[src/hw/rtl/cds_pkg.sv]
package cds_pkg;

  // Width of a user type handle.
  localparam int HANDLE_BITS = 16;

  // Token classes on the input mode field.
  localparam logic [4:0] MODE_QUALIFIER    = 5'd0;
  localparam logic [4:0] MODE_STORAGE_LO   = 5'd1;
  localparam logic [4:0] MODE_STORAGE_HI   = 5'd5;
  localparam logic [4:0] MODE_BASE_LO      = 5'd6;
  localparam logic [4:0] MODE_BASE_HI      = 5'd11;
  localparam logic [4:0] MODE_SIGNED       = 5'd12;
  localparam logic [4:0] MODE_UNSIGNED     = 5'd13;
  localparam logic [4:0] MODE_SHORT        = 5'd14;
  localparam logic [4:0] MODE_LONG         = 5'd15;
  localparam logic [4:0] MODE_AGGREGATE    = 5'd16;
  localparam logic [4:0] MODE_TYPEDEF_NAME = 5'd17;
  localparam logic [4:0] MODE_OTHER        = 5'd18;
  localparam logic [4:0] MODE_END          = 5'd19;

  // Offsets that turn a token class into a state code.
  localparam logic [4:0] BASE_OFFSET = 5'd5;
  localparam logic [4:0] SIGN_OFFSET = 5'd11;

  // Result status.
  localparam logic [1:0] ST_ACCEPT = 2'd0;
  localparam logic [1:0] ST_DONE   = 2'd1;
  localparam logic [1:0] ST_ERROR  = 2'd2;

  // Error codes.
  localparam logic [2:0] ERR_NONE      = 3'd0;
  localparam logic [2:0] ERR_DUP_STOR  = 3'd1;
  localparam logic [2:0] ERR_DUP_SPEC  = 3'd2;
  localparam logic [2:0] ERR_ILLEGAL   = 3'd3;
  localparam logic [2:0] ERR_LONG3     = 3'd4;
  localparam logic [2:0] ERR_EARLY_END = 3'd5;

  // Resolved type codes.
  localparam logic [3:0] TC_VOID    = 4'd0;
  localparam logic [3:0] TC_BOOL    = 4'd1;
  localparam logic [3:0] TC_CHAR    = 4'd2;
  localparam logic [3:0] TC_SHORT   = 4'd3;
  localparam logic [3:0] TC_INT     = 4'd4;
  localparam logic [3:0] TC_LONG    = 4'd5;
  localparam logic [3:0] TC_LLONG   = 4'd6;
  localparam logic [3:0] TC_FLOAT   = 4'd7;
  localparam logic [3:0] TC_DOUBLE  = 4'd8;
  localparam logic [3:0] TC_LDOUBLE = 4'd9;
  localparam logic [3:0] TC_USER    = 4'd10;

  // Base type state codes.
  localparam logic [2:0] BT_NONE   = 3'd0;
  localparam logic [2:0] BT_VOID   = 3'd1;
  localparam logic [2:0] BT_BOOL   = 3'd2;
  localparam logic [2:0] BT_CHAR   = 3'd3;
  localparam logic [2:0] BT_INT    = 3'd4;
  localparam logic [2:0] BT_FLOAT  = 3'd5;
  localparam logic [2:0] BT_DOUBLE = 3'd6;

  // Size state codes.
  localparam logic [1:0] SZ_NONE  = 2'd0;
  localparam logic [1:0] SZ_SHORT = 2'd1;
  localparam logic [1:0] SZ_LONG  = 2'd2;
  localparam logic [1:0] SZ_LLONG = 2'd3;

  // Sign state codes.
  localparam logic [1:0] SG_NONE     = 2'd0;
  localparam logic [1:0] SG_SIGNED   = 2'd1;
  localparam logic [1:0] SG_UNSIGNED = 2'd2;

  localparam logic [2:0] STOR_NONE = 3'd0;

  typedef struct packed {
    logic [4:0]             mode;
    logic [HANDLE_BITS-1:0] user_handle;
  } token_t;

  typedef struct packed {
    logic [2:0]             storage_kind;
    logic [2:0]             base_type;
    logic [1:0]             size_kind;
    logic [1:0]             sign_kind;
    logic                   user_seen;
    logic [HANDLE_BITS-1:0] user_value;
  } spec_state_t;

  typedef struct packed {
    logic [1:0]             status;
    logic [2:0]             error_code;
    logic [3:0]             type_code;
    logic                   is_signed;
    logic [2:0]             storage_class;
    logic [HANDLE_BITS-1:0] result_handle;
  } result_t;

endpackage

[src/hw/rtl/cds_eval.sv]
module cds_eval (
  input  cds_pkg::spec_state_t cur_state,
  input  cds_pkg::token_t      token,
  output cds_pkg::spec_state_t nxt_state,
  output cds_pkg::result_t     result
);
  import cds_pkg::*;

  // True when the accumulated specifiers form an illegal combination.
  function automatic logic combo_bad(input spec_state_t s);
    logic bad;
    bad = 1'b0;
    if (s.base_type == BT_BOOL && (s.size_kind != SZ_NONE || s.sign_kind != SG_NONE))
      bad = 1'b1;
    if (s.size_kind == SZ_SHORT && s.base_type != BT_NONE && s.base_type != BT_INT)
      bad = 1'b1;
    if (s.size_kind == SZ_LONG && s.base_type != BT_NONE && s.base_type != BT_INT &&
        s.base_type != BT_DOUBLE)
      bad = 1'b1;
    if (s.size_kind == SZ_LLONG && s.base_type != BT_NONE && s.base_type != BT_INT)
      bad = 1'b1;
    if (s.sign_kind != SG_NONE && (s.base_type == BT_VOID || s.base_type == BT_FLOAT ||
                                   s.base_type == BT_DOUBLE))
      bad = 1'b1;
    if (s.user_seen && (s.base_type != BT_NONE || s.size_kind != SZ_NONE ||
                        s.sign_kind != SG_NONE))
      bad = 1'b1;
    return bad;
  endfunction

  logic [4:0]  mode_eff;
  logic [4:0]  base_diff;
  logic [4:0]  sign_diff;
  spec_state_t cand;
  logic        check;
  logic [2:0]  err;
  logic        finish;
  logic [3:0]  tc;
  logic        sg;

  assign base_diff = token.mode - BASE_OFFSET;
  assign sign_diff = token.mode - SIGN_OFFSET;

  always_comb begin
    // A typedef name after a user type ends the specifier.
    mode_eff = token.mode;
    if (token.mode == MODE_TYPEDEF_NAME && cur_state.user_seen) begin
      mode_eff = MODE_OTHER;
    end

    cand   = cur_state;
    check  = 1'b0;
    err    = ERR_NONE;
    finish = 1'b0;

    priority if (mode_eff >= MODE_STORAGE_LO && mode_eff <= MODE_STORAGE_HI) begin
      if (cur_state.storage_kind != STOR_NONE) begin
        err = ERR_DUP_STOR;
      end else begin
        cand.storage_kind = mode_eff[2:0];
      end
    end else if (mode_eff >= MODE_BASE_LO && mode_eff <= MODE_BASE_HI) begin
      if (cur_state.base_type != BT_NONE) begin
        err = ERR_DUP_SPEC;
      end else begin
        cand.base_type = base_diff[2:0];
        check = 1'b1;
      end
    end else if (mode_eff == MODE_SIGNED || mode_eff == MODE_UNSIGNED) begin
      if (cur_state.sign_kind != SG_NONE) begin
        err = ERR_DUP_SPEC;
      end else begin
        cand.sign_kind = sign_diff[1:0];
        check = 1'b1;
      end
    end else if (mode_eff == MODE_SHORT) begin
      if (cur_state.size_kind != SZ_NONE) begin
        err = ERR_DUP_SPEC;
      end else begin
        cand.size_kind = SZ_SHORT;
        check = 1'b1;
      end
    end else if (mode_eff == MODE_LONG) begin
      unique case (cur_state.size_kind)
        SZ_NONE: begin
          cand.size_kind = SZ_LONG;
          check = 1'b1;
        end
        SZ_LONG: begin
          cand.size_kind = SZ_LLONG;
          check = 1'b1;
        end
        SZ_LLONG: err = ERR_LONG3;
        default:  err = ERR_ILLEGAL;
      endcase
    end else if (mode_eff == MODE_AGGREGATE || mode_eff == MODE_TYPEDEF_NAME) begin
      if (cur_state.user_seen) begin
        err = ERR_DUP_SPEC;
      end else begin
        cand.user_seen  = 1'b1;
        cand.user_value = token.user_handle;
        check = 1'b1;
      end
    end else if (mode_eff == MODE_OTHER) begin
      finish = 1'b1;
    end else if (mode_eff == MODE_END) begin
      err = ERR_EARLY_END;
    end else begin
      // Qualifiers and unused classes leave the state alone.
    end

    if (check && combo_bad(cand)) begin
      err = ERR_ILLEGAL;
    end
  end

  // Type resolution for an ending token.
  always_comb begin
    tc = TC_INT;
    sg = (cur_state.sign_kind != SG_UNSIGNED);
    priority if (cur_state.user_seen) begin
      tc = TC_USER;
      sg = 1'b0;
    end else if (cur_state.base_type == BT_VOID) begin
      tc = TC_VOID;
      sg = 1'b0;
    end else if (cur_state.base_type == BT_BOOL) begin
      tc = TC_BOOL;
      sg = 1'b0;
    end else if (cur_state.base_type == BT_CHAR) begin
      tc = TC_CHAR;
    end else if (cur_state.base_type == BT_FLOAT) begin
      tc = TC_FLOAT;
      sg = 1'b0;
    end else if (cur_state.base_type == BT_DOUBLE) begin
      tc = (cur_state.size_kind == SZ_LONG) ? TC_LDOUBLE : TC_DOUBLE;
      sg = 1'b0;
    end else if (cur_state.size_kind == SZ_SHORT) begin
      tc = TC_SHORT;
    end else if (cur_state.size_kind == SZ_LONG) begin
      tc = TC_LONG;
    end else if (cur_state.size_kind == SZ_LLONG) begin
      tc = TC_LLONG;
    end else begin
      tc = TC_INT;
    end
  end

  always_comb begin
    result    = '0;
    nxt_state = cand;
    if (finish) begin
      result.status        = ST_DONE;
      result.type_code     = tc;
      result.is_signed     = sg;
      result.storage_class = cur_state.storage_kind;
      result.result_handle = cur_state.user_seen ? cur_state.user_value : '0;
      nxt_state            = '0;
    end else if (err != ERR_NONE) begin
      result.status     = ST_ERROR;
      result.error_code = err;
      nxt_state         = '0;
    end
  end

endmodule

[config.mk]
export PLATFORM = sky130hd
export DESIGN_NAME = cds_eval
export DESIGN_NICKNAME = d
export VERILOG_FILES = /design/src/hw/rtl/cds_pkg.sv /design/src/hw/rtl/cds_eval.sv
export SDC_FILE = /design/constraint.sdc
export NUM_CORES = 1
export LEC_CHECK = 0
export ABC_AREA = 1
export BUFFER_PORTS_ARGS = -buffer_cell sky130_fd_sc_hd__buf_4
export CAP_MARGIN = 10
export CORE_ASPECT_RATIO = 0.9
export CORE_MARGIN = 8
export CORE_UTILIZATION = 48
export DETAILED_ROUTE_END_ITERATION = 7
export GPL_TIMING_DRIVEN = 0
export PLACE_DENSITY = 0.91
export SYNTH_ARGS = -nofsm -noshare
export SYNTH_HDL_FRONTEND = slang
export SYNTH_SLANG_ARGS = --single-unit
[constraint.sdc]
create_clock -name vclk -period 8.7
set_input_delay 2.175 -clock vclk [all_inputs]
set_output_delay 2.175 -clock vclk [all_outputs]
set_load 0.02 [all_outputs]
After elaboration in Yosys (flattened, before gate mapping)
Cells that the tools add are included.
{ "op_classes": {"eq_ne": 27, "add_sub_neg": 2, "n_mux": 81, "n_reduce_logical": 31, "order_cmp": 4} }
{ "op_table": {"columns": ["cell", "count"], "rows": [
  ["two-way mux 17 bit", 4],
  ["two-way mux 27 bit", 2],
  ["two-way mux 24 bit", 2],
  ["two-way mux 3 bit", 15],
  ["two-way mux 1 bit", 32],
  ["two-way mux 16 bit", 2],
  ["two-way mux 2 bit", 13],
  ["== test 5 bit, second input constant", 5],
  ["two-way mux 4 bit", 6],
  ["two-way mux 21 bit", 1],
  ["== test 5 x 4 -> 1 bit, second input constant", 4],
  ["logical AND 1 bit", 14],
  ["== test 3 bit, second input constant", 4],
  ["nonzero test 3 bit", 4],
  ["two-way mux 5 bit", 2],
  ["== test 3 x 2 -> 1 bit, second input constant", 3],
  ["== test 2 bit, second input constant", 4],
  ["nonzero test 2 bit", 4],
  ["logical OR 1 bit", 7],
  ["== test 3 x 1 -> 1 bit, second input constant", 2],
  ["!= test 3 bit, second input constant", 2],
  ["one-hot mux 3 bit (2 select lines)", 1],
  ["greater-or-equal comparator 5 x 1 -> 1 bit, second input constant", 1],
  ["greater-or-equal comparator 5 x 3 -> 1 bit, second input constant", 1],
  ["other kinds (9)", 10]
]} }
{ "word_totals": {"reg_bits": 0, "out_inout_bits": 56} }

Longest topological paths before layout
{ "logic_depth": {"word_depth": 25, "ltp_mapped": 19, "ltp_nobuf": 18} }

Least setup slack after synthesis
OpenSTA, ideal clock, no wires.
{ "synth_path": {"path_type": "in2out", "from": "in token[17] in the netlist's numbering", "to": "out nxt_state[17] in the netlist's numbering", "arrival_ns": 3.797, "slack_ns": 2.728, "path_stages": 18, "cell_sequence": "inv_1 -> ha_1 -> nand2_1 -> inv_1 -> nand3_2 -> nand3_1 -> nor2_2 -> nand2_1 -> nand3_1 -> nand2_1 -> nand2_1 -> nand2_1 -> nor2_2 -> nand2_2 -> nand2_4 -> nand3_4 -> buf_12 -> nor2_4"} }
{ "synth_rtl": {"columns": ["item", "line_no", "source"], "rows": [
  ["start, declared", "cds_eval.sv:3", "input cds_pkg::token_t token,"],
  ["end, declared", "cds_eval.sv:4", "output cds_pkg::spec_state_t nxt_state,"]
]} }

==> summary.txt <==
Outcome
  • Status: completed

Worst setup path
  • CP Capture Type: primary output
  • CP most frequent cell: nand2_1
  • Critical path's slowest cell: buf_12
  • Worst EP arrival: 4.30 ns
  • CP startpoint kind: input pin
  • CP Cell Sequence: buf_4, inv_1, ha_1, nand2_1, inv_1, nand3_2, o21ai_1, nand3_1, nand3_1, nand2_1, nand2_1, nand2_1, nor2_2, nand2_2, nand2_4, nand3_4, buf_12, nor2_4, buf_4
  • CP Max Fanout: 10
  • Worst Path Required: 6.53 ns
  • Worst path max stage delay: 0.22 ns
  • Setup Crit Path Kind: in2out

Run
  • Max_cap viols: 0

Global routing
  • Congestion Overflow GR: 0
  • Initial antenna violation count: 0
  • Met1 usage: 28.2%
  • Largest net degree at the start of global routing: 11
  • Vias in the first global route: 1940
  • Most used routing layer in global routing: met2
  • First-pass GRT wire length: 9320 um
  • GRT met3 Usage: 1.30%
  • Met2 Use GR: 36.8%
  • GRT Resource Usage Total: 21.2%

Routing
  • Drt initial violations: 112
  • ANT nets after route: 0
  • Drt total wl: 5750 um
  • DR WL/cell: 13.4 um
  • DR vias: 2112
  • Total iterations of the first detailed-routing run: 5
  • Vias per inst: 4.93
  • DR DRC count: 0

STA
  • Unrepaired setup endpoints after global routing: no
  • Fmax: 0.154 GHz
  • # setup viols final: 0
  • Slew @ Worst Pin: 0.479 ns
  • Final slew viol count: 0
  • Final Cycle Share: 74.4%
  • Final min period: 6.47 ns
  • Slew Limit Headroom: 68.1%
  • Fin Setup TNS: 0 ns
  • Final Hold Viols: 0

Pwr
  • Maximum vdd drop: 0.0000311 V
  • Internal power: 0.0614 mW
  • Clk pwr share: 0%
  • Sequential power share: 0%
  • Lkg Pwr: 1.40 nW
  • Switching power: 0.0851 mW
  • Comb power frac: 100.0%
  • P per Cell Area: 61.8 nW/um2
  • Total power draw: 0.147 mW
  • Sw Ratio: 58.1%

Logic synthesis
  • Top post-synthesis cells by area: nand2_1 (18%), nor2_4 (15%), inv_1 (12%)
  • Post-synth top area share: 18.3%
  • Post-synthesis cell count: 282
  • Post-synthesis sequential area ratio: 0%
  • Most frequent cell after synthesis: nand2_1
  • Commonest cells post-synth: nand2_1 (75), inv_1 (48), nor2_1 (41), nor2_4 (20)
  • Post-Syn Area: 1540 um2
  • Ys Warns: 0
  • Syn_area_per_cell: 5.45 um2
  • Post-Syn Nets: 338
  • Area leader, netlist: nand2_1
  • Synth cell types: 29

Die
  • Die X: 75.7 um
  • Core Footprint: 3070 um2
  • Initial Util: 50.1%
  • Site Rows: 19
  • Vert. Die Dim: 69.7 um
  • Num ports: 104
  • Die Footprint: 5270 um2

Placement
  • Global placer's final weighted congestion: 0.902
  • Post-DP HPWL: 5130 um
  • PortBufs: 104

Layout
  • FILL cells: 248
  • Diode count: 0
  • Layout cells sized above 1: 37.3%
  • Final nets: 444
  • # clk buffers: 0
  • FFs & Latches: 0
  • Reg area: 0 um2
  • Syn-to-layout area delta: 54.2%
  • Area of the multi-input gates: 1270 um2

Clock tree
  • Post-CTS Hold Buffers: 0
  • Post-CTS Resized: 0
  • Setup bufs post-CTS: 0

Worst hold path
  • Min-Delay Path Class: in2out
[metal layers]
metal / wire, um / part of all wire, % / up-vias
met4: 35 / 0.61 / 0
met5: 0 / 0 / -
met3: 381 / 6.6 / 4
li1: - / - / 1103
met2: 3020 / 53 / 70
met1: 2320 / 40 / 935
[power groups by stage]
stage	combinational, mW	clock (mW)	sequential [mW]
3_5_place_dp	0.147	0	0
5_1_grt	0.159	0	0
3_3_place_gp	0.144	0	0
6_report	0.147	0	0
4_1_cts	0.147	0	0
2_1_floorplan	0.0903	0	0
[cell families (layout without fill, tap and decap cells)]
kind of cell               Yosys count  in the layout  share of synthesized area [%]
AOI/OAI and AO/OA                   37             37                           15.5
adders and majority gates            8              8                           6.51
buffers and inverters               60            164                           17.2
and+or+nand+nor                    177            177                           60.9
[path summary, 6_finish.rpt]
check | startpoint | endpoint | slack (ns) | depth (start not counted)
worst min-delay path | cur_state[16] | result[19] | 4.65 | 3
worst max-delay path | token[17] | nxt_state[17] | 2.23 | 19
[per-stage QoR]
| stage | std cells | worst slack [ns] | util [%] | cell area [um2] | hold slack, ns |
|---|---|---|---|---|---|
| finish | 428 | 2.23 | 77.3 | 2370 | 4.65 |
| global route | 428 | 1.97 | 77.3 | 2370 | 4.67 |
| CTS | 428 | 2.22 | 77.3 | 2370 | 4.65 |
| detailed placement | 428 | 2.22 | 77.3 | 2370 | 4.65 |
| global placement | 428 | 2.28 | 77.3 | 2370 | 4.65 |
| floorplan | 282 | 2.73 | - | 1540 | 4.44 |
[area by class of cell]
cell class                      count  area share (%)
Buffer                             10            3.11
Inverter                           50            8.02
Multi-Input combinational cell    222            53.7
Tap cell                           42            2.22
Timing Repair Buffer              104            32.9
[cell usage in the layout, fill, tap and decap left out, types with 2 or more instances in the layout]
master	count
buf_4	105
nand2_1	75
inv_1	48
nor2_1	41
nor2_4	20
nand3_1	16
o211ai_1	16
o21ai_0	9
ha_1	8
clkbuf_1	7
a21oi_1	5
nand4_1	4
nand2_2	4
nor3_1	3
nor2_2	3
nand2_4	3
a31oi_1	3
nand3_4	2
nor4_1	2
buf_12	2
or2_2	2
[critical path: cells and delay by family]
family          cells  cell delay, ns
buf+inv             5            0.69
fa+ha+maj           1            0.16
compound gates      1            0.19
simple gates       12            1.10
(Power assumes the default switching activity.)
